File: src/sv/arxh_pkg.sv
// arxh_pkg: shared types, constants and helper functions for the ARX hash stream.
// No dependencies; used by arxh_ctrl, arxh_datapath and arx_hash64_stream.
`default_nettype none

package arxh_pkg;

  // State word initial values and padding marker
  localparam logic [31:0] MIX_A_INIT = 32'h243F6A88;
  localparam logic [31:0] MIX_B_INIT = 32'h85A308D3;
  localparam logic [7:0]  PAD_MARK   = 8'h80;

  // Last word index inside a 32-byte block (the length word)
  localparam logic [2:0]  LEN_WORD_IDX = 3'd7;

  // Last step index of the shared ARX step unit, per word mix and per finalization
  localparam logic [2:0]  WORD_LAST_STEP = 3'd3;
  localparam logic [2:0]  FIN_LAST_STEP  = 3'd7;

  // Which state word a step rewrites
  typedef enum logic {
    OP_A = 1'b0,  // a = rotl(a ^ x, 5) + b
    OP_B = 1'b1   // b = rotl(b + x, 11) ^ a
  } step_op_t;

  // Operand source of a step
  typedef enum logic [1:0] {
    X_WORD,
    X_WORD_ROT16,
    X_CONST
  } x_sel_t;

  // Padding word kinds
  typedef enum logic [1:0] {
    PAD_K_MARK,
    PAD_K_ZERO,
    PAD_K_LEN
  } pad_kind_t;

  // Controller to datapath commands
  typedef struct packed {
    logic      byte_en;   // accepted message byte
    logic      load_pad;  // load a padding word into the mix word register
    pad_kind_t pad_kind;
    logic      step_en;   // run one ARX step
    step_op_t  step_op;
    x_sel_t    x_sel;
    logic [1:0] cidx;     // finalization constant index
    logic      emit;      // latch digest, return state to initial values
  } dp_cmd_t;

  // Datapath to controller status
  typedef struct packed {
    logic [1:0] lane;      // byte position inside the current word
    logic [2:0] word_idx;  // word position inside the current block
  } dp_status_t;

  // Finalization round constants
  function automatic logic [31:0] fin_const(input logic [1:0] idx);
    logic [31:0] c;
    unique case (idx)
      2'd0: c = 32'h13198A2E;
      2'd1: c = 32'h03707344;
      2'd2: c = 32'hA4093822;
      default: c = 32'h299F31D0;
    endcase
    return c;
  endfunction

  // Rotate left by a constant amount (1..31)
  function automatic logic [31:0] rotl32(input logic [31:0] v, input int unsigned n);
    return (v << n) | (v >> (32 - n));
  endfunction

endpackage

`default_nettype wire

File: src/sv/arxh_datapath.sv
// arxh_datapath: byte packing, state words, shared ARX step unit, digest register.
// Depends on arxh_pkg; driven by arxh_ctrl commands.
`default_nettype none

module arxh_datapath (
  input  wire logic               clk,
  input  wire logic               rst,
  input  wire logic [7:0]         data_byte,
  input  wire arxh_pkg::dp_cmd_t  cmd,
  output arxh_pkg::dp_status_t    status,
  output logic [63:0]             digest
);

  logic [31:0] mix_a;
  logic [31:0] mix_b;
  logic [31:0] byte_count;
  logic [23:0] word_gather;
  logic [31:0] mix_word;     // word being mixed, held over its four steps

  logic [31:0] x_val;
  logic [31:0] step_a;
  logic [31:0] step_b;
  logic [31:0] pad_word;
  logic [23:0] gather_next;
  logic [31:0] fin_val;
  logic [4:0]  lane_shift;

  assign status.lane     = byte_count[1:0];
  assign status.word_idx = byte_count[4:2];
  assign lane_shift      = {byte_count[1:0], 3'b000};

  // Step operand select
  always_comb begin
    unique case (cmd.x_sel)
      arxh_pkg::X_WORD:       x_val = mix_word;
      arxh_pkg::X_WORD_ROT16: x_val = {mix_word[15:0], mix_word[31:16]};
      arxh_pkg::X_CONST:      x_val = arxh_pkg::fin_const(cmd.cidx);
      default:                x_val = mix_word;
    endcase
  end

  // One add per step
  assign step_a = arxh_pkg::rotl32(mix_a ^ x_val, 5) + mix_b;
  assign step_b = arxh_pkg::rotl32(mix_b + x_val, 11) ^ mix_a;

  // Byte packing into the gather register
  assign gather_next = word_gather | 24'((32'(data_byte)) << lane_shift);

  // Padding words
  always_comb begin
    unique case (cmd.pad_kind)
      arxh_pkg::PAD_K_MARK:
        pad_word = {8'h00, word_gather} | ((32'(arxh_pkg::PAD_MARK)) << lane_shift);
      arxh_pkg::PAD_K_LEN:
        pad_word = {byte_count[7:0], byte_count[15:8], byte_count[23:16],
                    byte_count[31:24]};
      default:
        pad_word = 32'h0;
    endcase
  end

  assign fin_val = mix_a ^ arxh_pkg::rotl32(mix_b, 3);

  // State words, counters and gather
  always_ff @(posedge clk) begin
    if (rst) begin
      mix_a       <= arxh_pkg::MIX_A_INIT;
      mix_b       <= arxh_pkg::MIX_B_INIT;
      byte_count  <= 32'h0;
      word_gather <= 24'h0;
    end else if (cmd.emit) begin
      mix_a       <= arxh_pkg::MIX_A_INIT;
      mix_b       <= arxh_pkg::MIX_B_INIT;
      byte_count  <= 32'h0;
      word_gather <= 24'h0;
    end else begin
      if (cmd.step_en) begin
        if (cmd.step_op == arxh_pkg::OP_A) begin
          mix_a <= step_a;
        end else begin
          mix_b <= step_b;
        end
      end
      if (cmd.byte_en) begin
        byte_count <= byte_count + 32'd1;
        if (byte_count[1:0] == 2'd3) begin
          word_gather <= 24'h0;
        end else begin
          word_gather <= gather_next;
        end
      end else if (cmd.load_pad && cmd.pad_kind == arxh_pkg::PAD_K_MARK) begin
        word_gather <= 24'h0;
      end
    end
  end

  // Mix word and digest payload registers
  always_ff @(posedge clk) begin
    if (cmd.byte_en && byte_count[1:0] == 2'd3) begin
      mix_word <= {data_byte, word_gather};
    end else if (cmd.load_pad) begin
      mix_word <= pad_word;
    end
    if (cmd.emit) begin
      digest <= {fin_val, mix_b};
    end
  end

endmodule

`default_nettype wire

File: src/sv/arxh_ctrl.sv
// arxh_ctrl: handshake control, mix step sequencing, padding and finalization FSM.
// Depends on arxh_pkg; commands arxh_datapath.
`default_nettype none

module arxh_ctrl (
  input  wire logic                 clk,
  input  wire logic                 rst,
  input  wire logic                 in_valid,
  input  wire logic                 byte_present,
  input  wire logic                 last,
  input  wire logic                 out_ready,
  input  wire arxh_pkg::dp_status_t status,
  output logic                      in_ready,
  output logic                      out_valid,
  output arxh_pkg::dp_cmd_t         cmd
);

  typedef enum logic [1:0] {
    S_RUN,   // taking message bytes
    S_PAD,   // loading padding words
    S_LENW,  // length word mixing, then start finalization
    S_FIN    // finalization rounds, then emit
  } state_t;

  state_t     state;
  logic       busy;       // step unit active
  logic [2:0] step;
  logic       fin_mode;
  logic       pad_first;
  logic [2:0] pad_idx;

  logic                accept;
  logic                word_done;
  logic                load_go;
  logic                fin_go;
  logic                emit_go;
  arxh_pkg::pad_kind_t kind;

  assign in_ready  = (state == S_RUN);
  assign accept    = in_valid && in_ready;
  assign word_done = accept && byte_present && (status.lane == 2'd3);
  assign load_go   = (state == S_PAD) && !busy;
  assign fin_go    = (state == S_LENW) && !busy;
  assign emit_go   = (state == S_FIN) && !busy && (!out_valid || out_ready);

  // Padding word kind from block position
  always_comb begin
    priority if (pad_first) begin
      kind = arxh_pkg::PAD_K_MARK;
    end else if (pad_idx == arxh_pkg::LEN_WORD_IDX) begin
      kind = arxh_pkg::PAD_K_LEN;
    end else begin
      kind = arxh_pkg::PAD_K_ZERO;
    end
  end

  // Command decode
  always_comb begin
    cmd.byte_en  = accept && byte_present;
    cmd.load_pad = load_go;
    cmd.pad_kind = kind;
    cmd.step_en  = busy;
    cmd.step_op  = step[0] ? arxh_pkg::OP_B : arxh_pkg::OP_A;
    if (fin_mode) begin
      cmd.x_sel = arxh_pkg::X_CONST;
    end else if (step == 3'd2) begin
      cmd.x_sel = arxh_pkg::X_WORD_ROT16;
    end else begin
      cmd.x_sel = arxh_pkg::X_WORD;
    end
    cmd.cidx = step[2:1];
    cmd.emit = emit_go;
  end

  // State and step sequencing
  always_ff @(posedge clk) begin
    if (rst) begin
      state     <= S_RUN;
      busy      <= 1'b0;
      step      <= 3'd0;
      fin_mode  <= 1'b0;
      pad_first <= 1'b0;
      pad_idx   <= 3'd0;
      out_valid <= 1'b0;
    end else begin
      // step unit
      if (busy) begin
        step <= step + 3'd1;
        if (step == (fin_mode ? arxh_pkg::FIN_LAST_STEP : arxh_pkg::WORD_LAST_STEP)) begin
          busy <= 1'b0;
        end
      end
      if (word_done || load_go) begin
        busy     <= 1'b1;
        step     <= 3'd0;
        fin_mode <= 1'b0;
      end else if (fin_go) begin
        busy     <= 1'b1;
        step     <= 3'd0;
        fin_mode <= 1'b1;
      end

      // output register valid
      if (emit_go) begin
        out_valid <= 1'b1;
      end else if (out_ready) begin
        out_valid <= 1'b0;
      end

      unique case (state)
        S_RUN: begin
          if (accept && last) begin
            state     <= S_PAD;
            pad_first <= 1'b1;
          end
        end
        S_PAD: begin
          if (load_go) begin
            pad_first <= 1'b0;
            if (pad_first) begin
              pad_idx <= status.word_idx + 3'd1;
            end else begin
              pad_idx <= pad_idx + 3'd1;
            end
            if (kind == arxh_pkg::PAD_K_LEN) begin
              state <= S_LENW;
            end
          end
        end
        S_LENW: begin
          if (fin_go) begin
            state <= S_FIN;
          end
        end
        S_FIN: begin
          if (emit_go) begin
            state <= S_RUN;
          end
        end
        default: state <= S_RUN;
      endcase
    end
  end

endmodule

`default_nettype wire

File: src/sv/arx_hash64_stream.sv
// arx_hash64_stream: top level of the streaming 64-bit ARX hash.
// Depends on arxh_pkg, arxh_ctrl and arxh_datapath.
//
//   channel | direction | handshake           | payload
//   input   | in        | in_valid / in_ready | data_byte, byte_present, last
//   output  | out       | out_valid/out_ready | digest
//
// Message bytes are taken one per cycle while in_ready is high; a completed word
// mixes in four steps on the shared step unit while the next bytes are packed.
// At message end input is held off: each padding word is loaded and then mixed in
// four steps, for 2 to 9 words, then the finalization rounds run and the digest is
// emitted; a word mix still running at the last transaction delays the first
// padding load.
// The digest sits in an output register; the next message streams in while it
// waits, and only that message's emit stalls on a digest not yet taken.
// Synchronous reset; no clearing pass.
`default_nettype none

module arx_hash64_stream (
  input  wire logic        clk,
  input  wire logic        rst,
  input  wire logic        in_valid,
  output logic             in_ready,
  input  wire logic [7:0]  data_byte,
  input  wire logic        byte_present,
  input  wire logic        last,
  output logic             out_valid,
  input  wire logic        out_ready,
  output logic [63:0]      digest
);

  arxh_pkg::dp_cmd_t    cmd;
  arxh_pkg::dp_status_t status;

  arxh_ctrl u_ctrl (
    .clk          (clk),
    .rst          (rst),
    .in_valid     (in_valid),
    .byte_present (byte_present),
    .last         (last),
    .out_ready    (out_ready),
    .status       (status),
    .in_ready     (in_ready),
    .out_valid    (out_valid),
    .cmd          (cmd)
  );

  arxh_datapath u_datapath (
    .clk       (clk),
    .rst       (rst),
    .data_byte (data_byte),
    .cmd       (cmd),
    .status    (status),
    .digest    (digest)
  );

`ifndef ASSERT_OFF
  // padding load never overlaps a running mix
  a_load_idle: assert property (@(posedge clk) disable iff (rst)
    cmd.load_pad |-> !cmd.step_en)
    else $error("padding word loaded while step unit busy");

  // no message byte during padding or finalization
  a_byte_excl: assert property (@(posedge clk) disable iff (rst)
    cmd.byte_en |-> !(cmd.load_pad || cmd.emit))
    else $error("byte accepted during message end");

  // a digest is never overwritten before its transaction completes
  a_emit_free: assert property (@(posedge clk) disable iff (rst)
    cmd.emit |-> (!out_valid || out_ready))
    else $error("digest overwritten");

  // emit presents a result next cycle
  a_emit_valid: assert property (@(posedge clk) disable iff (rst)
    cmd.emit |=> out_valid)
    else $error("emit without out_valid");
`endif

endmodule

`default_nettype wire

File: config.mk
export PLATFORM = sky130hd
export DESIGN_NAME = arx_hash64_stream
export DESIGN_NICKNAME = d
export VERILOG_FILES = /design/src/sv/arxh_pkg.sv /design/src/sv/arxh_datapath.sv /design/src/sv/arxh_ctrl.sv /design/src/sv/arx_hash64_stream.sv
export SDC_FILE = /design/constraint.sdc
export NUM_CORES = 1
export LEC_CHECK = 0
export BUFFER_PORTS_ARGS = -buffer_cell sky130_fd_sc_hd__buf_2
export CAP_MARGIN = 20
export CORE_MARGIN = 3
export CORE_UTILIZATION = 27
export CTS_CLUSTER_SIZE = 10
export DETAILED_ROUTE_END_ITERATION = 7
export GPL_TIMING_DRIVEN = 1
export PLACE_DENSITY = 0.43
export SLEW_MARGIN = 0
export SYNTH_ARGS = -nofsm -noshare
export SYNTH_HDL_FRONTEND = slang
export SYNTH_SLANG_ARGS = --single-unit
export TNS_END_PERCENT = 50
File: constraint.sdc
create_clock -name clk -period 3.63 [get_ports clk]
set_input_delay 0.1815 -clock clk [delete_from_list [all_inputs] [get_ports clk]]
set_output_delay 0.1815 -clock clk [all_outputs]
set_load 0.05 [all_outputs]
Yosys cells after proc, flatten, opt, wreduce, memory -nomap -nowiden
Cells that the tools add are included.
{"block": "totals", "in_bits": 14, "output_inout_bits": 66, "reg_bits": 228}
{"block": "op_classes", "reduce_logical": 28, "muxes": 30, "eq_ne": 17, "n_shift": 2, "add_sub_neg": 6, "n_bitwise": 9}
{"cell": "one-hot mux 32 bit (2 select lines)", "n": 2}
{"cell": "one-hot mux 32 bit (3 select lines)", "n": 1}
{"cell": "XOR 32 bit", "n": 3}
{"cell": "2-to-1 mux 24 bit", "n": 3}
{"cell": "adder 32 bit", "n": 2}
{"cell": "2-to-1 mux 32 bit", "n": 2}
{"cell": "adder 32 x 1 -> 32 bit (second input constant)", "n": 1}
{"cell": "OR 24 x 32 -> 32 bit", "n": 1}
{"cell": "OR 32 x 11 -> 32 bit", "n": 1}
{"cell": "OR 32 x 3 -> 32 bit", "n": 1}
{"cell": "OR 32 x 5 -> 32 bit", "n": 1}
{"cell": "<< shifter 8 x 5 -> 32 bit (first input constant)", "n": 1}
{"cell": "OR 24 bit", "n": 1}
{"cell": "<< shifter 8 x 5 -> 24 bit", "n": 1}
{"cell": "2-to-1 mux 2 bit", "n": 8}
{"cell": "equality test 2 bit (second input constant)", "n": 6}
{"cell": "2-to-1 mux 1 bit", "n": 10}
{"cell": "adder 3 x 1 -> 3 bit (second input constant)", "n": 3}
{"cell": "logical AND 1 bit", "n": 9}
{"cell": "one-hot mux 2 bit (4 select lines)", "n": 1}
{"cell": "nonzero test 2 bit", "n": 4}
{"cell": "equality test 2 x 1 -> 1 bit (second input constant)", "n": 3}
{"cell": "logical NOT 2 bit", "n": 3}
{"cell": "2-to-1 mux 3 bit", "n": 2}
{"cell": "other kinds (14)", "n": 22}

Longest topological paths before layout
{"block": "logic_depth", "word_depth": 8, "mapped_depth": 19, "depth_no_buf": 17}

Modules after synthesis
A second synthesis with hierarchy kept.
{"block": "unflattened", "hier_cells": 1383, "hier_area_um2": 13046.3}
{"module": "arxh_datapath", "cells_per_inst": 1289, "instances": 1, "seq_area_each_um2": 5285.1, "area_each_um2": 12249.2}
{"module": "arxh_ctrl", "cells_per_inst": 94, "instances": 1, "seq_area_each_um2": 240.2, "area_each_um2": 797.0}

Worst setup path before layout
No wires, ideal clock.
{"block": "synth_path", "kind": "reg-to-reg", "start": "register u_ctrl.step[0]", "end": "register u_datapath.mix_a[28]", "setup_time_ns": 0.076, "arrival_time_ns": 3.738, "path_stages_with_launch": 19, "path_slack_ns": -0.184, "n_path_buf": 2, "required_time_ns": 3.554, "cell_sequence": "dfxtp_1 -> inv_1 -> ha_1 -> buf_2 -> nor2b_1 -> buf_2 -> nor2_1 -> a21oi_1 -> xnor2_1 -> inv_1 -> fa_1 -> nand2b_1 -> a21o_1 -> a21o_1 -> a21oi_1 -> o21ai_1 -> a2111oi_2 -> mux2_1 -> o22ai_1"}
{"block": "synth_between", "elab_chain_len": 8, "elab_cells_between_ends": 12, "classes_between": "add/sub (1); eq/ne (3); mux (4); bitwise (3); reduce/logical (1)"}
{"item": "from (decl)", "line": "arxh_ctrl.sv:27", "text": "logic [2:0] step;"}
{"item": "from (signal assigned)", "line": "arxh_ctrl.sv:88", "text": "step <= step + 3'd1;"}
{"item": "equality test 3 x 2 -> 1 bit", "line": "arxh_ctrl.sv:66", "text": "end else if (step == 3'd2) begin"}
{"item": "2-to-1 mux 1 bit", "line": "arxh_ctrl.sv:66"}
{"item": "2-to-1 mux 2 bit", "line": "arxh_ctrl.sv:64", "text": "if (fin_mode) begin"}
{"item": "equality test 2 bit / equality test 2 x 1 -> 1 bit (equally long branches)", "line": "arxh_datapath.sv:34", "text": "unique case (cmd.x_sel)"}
{"item": "one-hot mux 32 bit (2 select lines)", "line": "arxh_datapath.sv:34"}
{"item": "XOR 32 bit", "line": "arxh_datapath.sv:43", "text": "assign step_a = arxh_pkg::rotl32(mix_a ^ x_val, 5) + mix_b;"}
{"item": "OR 32 x 5 -> 32 bit", "line": "arxh_pkg.sv:71", "text": "return (v << n) | (v >> (32 - n));"}
{"item": "adder 32 bit", "line": "arxh_datapath.sv:43"}
{"item": "to (signal assigned)", "line": "arxh_datapath.sv:67", "text": "mix_a <= arxh_pkg::MIX_A_INIT;"}
{"item": "to (signal assigned)", "line": "arxh_datapath.sv:72", "text": "mix_a <= arxh_pkg::MIX_A_INIT;"}
{"item": "to (signal assigned)", "line": "arxh_datapath.sv:79", "text": "mix_a <= step_a;"}
{"item": "to (decl)", "line": "arxh_datapath.sv:14", "text": "logic [31:0] mix_a;"}
Several ways; a longest one is shown, not always the timed one.
A chain may end at the register's enable or synchronous reset.

Worst setup path in the final report
Ends and elaborated chain as after synthesis.

==> results.txt <==
run status = complete, but fails checks
violations in the final reports = setup timing
instance count of the mapped netlist = 1446
root buffer cell = clkbuf_16
number of enable flip-flop cells after synthesis = 96
HPWL after DPL = 38000 um
synthesis-to-layout area growth = 30.3%
async set-reset flop share out of synthesis = 0%
htree depth = 1
antenna cells = 0
arrival time worst endpoint = 4180 ps
total chip power = 18.0 mW
final worst-path setup slack = -73.3 ps
cell with the most instances after synthesis = nand2_1
Cell Count Post-Placement = 2316
setup repair after global routing missed its margin = true
detailed-route wire length = 49000 um
Max transition margin = 28.2%
maximum clock frequency = 0.270 GHz
CP startpoint = u_ctrl.step[0]$_SDFFE_PP0P_
cell taking the most area after synthesis = edfxtp_1
Setup crit end kind = flip-flop
effective utilization at floorplan = 27.5%
grt ovf = 0
Die Y-Extent = 228 um
sort of element at the start of the critical path = flip-flop
FF/Latch Area = 5530 um2
std cell rows = 80
cell types with the highest counts after synthesis = nand2_1, a21oi_1, dfxtp_1
vias in the first global route = 11700
top-level port count = 80
VDD IR max = 0.354 mV
Iteration-0 DRC Markers = 846
synth unique cells = 79
number of antenna violations at the first check in global routing = 0
Avg Inst Size Synth = 9.16 um2
main area contributors after synthesis = edfxtp_1, dfxtp_1, xor2_1
startpoint of the lowest-slack register-to-register path = u_ctrl.step[0]$_SDFFE_PP0P_
category of the critical setup timing path = reg2reg
Die Width = 228 um
final cycle utilization of the critical path = 102%
Die Area = 51800 um2
CTS tree = done
Clock transition at path regs = 60 ps
number of endpoints failing setup at the final stage = 2
portion of synthesized cell area occupied by the leading cell type = 21.8%
start point of the worst hold path = byte_present
routed length per placed instance = 20.5 um
utilization after layout = 35.8%
Final Max Tran Viols = 0
remaining design rule violation count = 0
number of search-and-repair iterations in the first detailed-routing pass = 5
non-filler cells in the finished layout = 2392
global placement routability congestion = 0.916
largest net degree at the start of global routing = 41
Static Leak = 7.06 nW
number of buffer cells added on primary ports = 79
synthesized netlist net count = 1536
overall routing resource usage = 18.9%
area of the mapped netlist = 13200 um2
cts bufs inserted = 29
Bufs on Longest Clock Path = 3
Post-Route Skew = 17.1 ps
ratio of total power to cell area = 1040 nW/um2
core region area = 48100 um2
critical-path maximum fanout = 5
layout cell share with drive strength beyond 1 = 25.5%
Hold Violations, Final = 0
part of the Yosys area used for sequential elements = 41.7%
worst hold-check path type = in2reg
required time worst endpoint = 4110 ps
number of vias per cell = 4.94
number of maximum-capacitance constraint violations = 0
worst slew pin tran = 1080 ps
number of sinks on the clock net = 228
wire length of the first global-routing pass = 74300 um
Clock Latency Late Sink = 570 ps
Yosys warning total = 0
count of nets after finishing = 1804
total number of vias = 11800
remaining number of nets flagged by the antenna check after routing = 0
#FFs+latches synth = 228
predominant post-synthesis flop cell = dfxtp_1
Tmin final = 3700 ps
count of filler cells inserted in the layout = 4997
area taken by multi-input logic gates = 7740 um2
[where the power goes]
group | internal, mW | switching (mW) | total (mW)
Combinational | 5.32 | 6.24 | 11.6
Clock | 1.61 | 1.14 | 2.75
Sequential | 3.15 | 0.554 | 3.70
Total | 10.1 | 7.93 | 18.0
[stage by stage]
step	hold WS [ps]	worst slack [ps]	setup TNS, ps	cell area, um2
4_1_cts	109	-75.8	-172	17000
6_report	142	-73.3	-101	17300
3_5_place_dp	457	-537	-7340	15700
2_1_floorplan	319	-13.5	-13.5	13300
3_3_place_gp	448	-475	-6240	15700
5_1_grt	170	-254	-1780	17300
[critical path, stage by stage, from the launching register on]
cell       delay [ps]
dfxtp_2           320
inv_2              70
ha_4              160
nor2b_4           160
a2bb2oi_2          70
o21ai_2           220
xor2_2            240
ha_2              240
inv_2              40
fa_2              350
nand2b_4          160
a21o_1            190
a21o_1            220
a21oi_2           160
buf_6             130
o21ai_4            70
a2111oi_4         330
mux2_4            340
o22ai_2           140
[state kept, by name, indices dropped and copies added (netlist names)]
register and cells:
u_datapath.digest 64, u_datapath.byte_count 32, u_datapath.mix_a 32, u_datapath.mix_b 32, u_datapath.mix_word 32, u_datapath.word_gather 24, u_ctrl.pad_idx 3, u_ctrl.step 3
u_ctrl.state 2, u_ctrl.busy 1, u_ctrl.fin_mode 1, u_ctrl.out_valid 1, u_ctrl.pad_first 1
[path summary, 6_finish.rpt]
path                                                           endpoint  slack [ps]  cells past startpoint
worst max-delay path                  u_datapath.mix_a[28]$_SDFFE_PP0P_         -70                     18
worst min-delay path              u_datapath.byte_count[1]$_SDFFE_PP0P_         140                      4
worst max register to register        u_datapath.mix_a[28]$_SDFFE_PP0P_         -70                     18
worst min register to register  u_datapath.word_gather[10]$_SDFFE_PP0P_         470                      2
[kinds of logic (layout without fill, tap and decap cells)]
family | after synthesis | after routing | share of synthesized area [%]
simple gates | 430 | 430 | 14.7
compound gates | 423 | 423 | 20.4
flops | 228 | 228 | 41.7
xor+xnor | 175 | 175 | 11.6
buf+inv | 104 | 394 | 3.52
fa+ha+maj | 76 | 76 | 7.29
mux | 10 | 10 | 0.793
[layer usage]
layer | track usage, % | share of wire, % | vias to the layer above
li1 | - | - | 5764
met1 | 24.3 | 44 | 5721
met2 | 34.0 | 50 | 249
met5 | 0 | 0 | -
met3 | 2.08 | 3.3 | 75
met4 | 4.86 | 2.9 | 0
[cells in the final DEF, fill, tap and decap left out, types with 9 or more instances in the layout]
cell           instances
edfxtp_1              96
nor2b_1                9
a22o_1                23
buf_2                 79
inv_1                 30
xnor2_1               64
clkbuf_1              12
a211oi_1              14
o21a_1                11
nand4_1               23
nor2_1               118
xor2_1               103
o21ai_1               17
o21ai_0               58
dfxtp_1              129
buf_4                212
and3_1                10
ha_1                  66
a21o_1                36
o211ai_1              20
a31oi_1               12
dlygate4sd3_1         11
nor3_1                18
nand3_1               36
a21oi_2               18
clkbuf_16             30
a21oi_1              133
nand2_1              160
[layout make-up]
cell class	count	share of cell area, %
clock buffers	47	5.01
repair buffers	305	12.4
multi-input cells	1114	44.9
flip-flops and latches	228	32.0
clock inverters	6	0.189
inverters	36	0.783
well taps	656	4.76
[timing repair]
item | in CTS | in global routing
pin swaps | 30 | 31
gates resized for setup | 63 | 40
endpoints found under the hold margin | 37 | 0
endpoints found under the setup margin | 36 | 33
hold buffers | 11 | 0
setup buffers | 6 | 6
No activity file was read; power rests on OpenSTA's default activity.
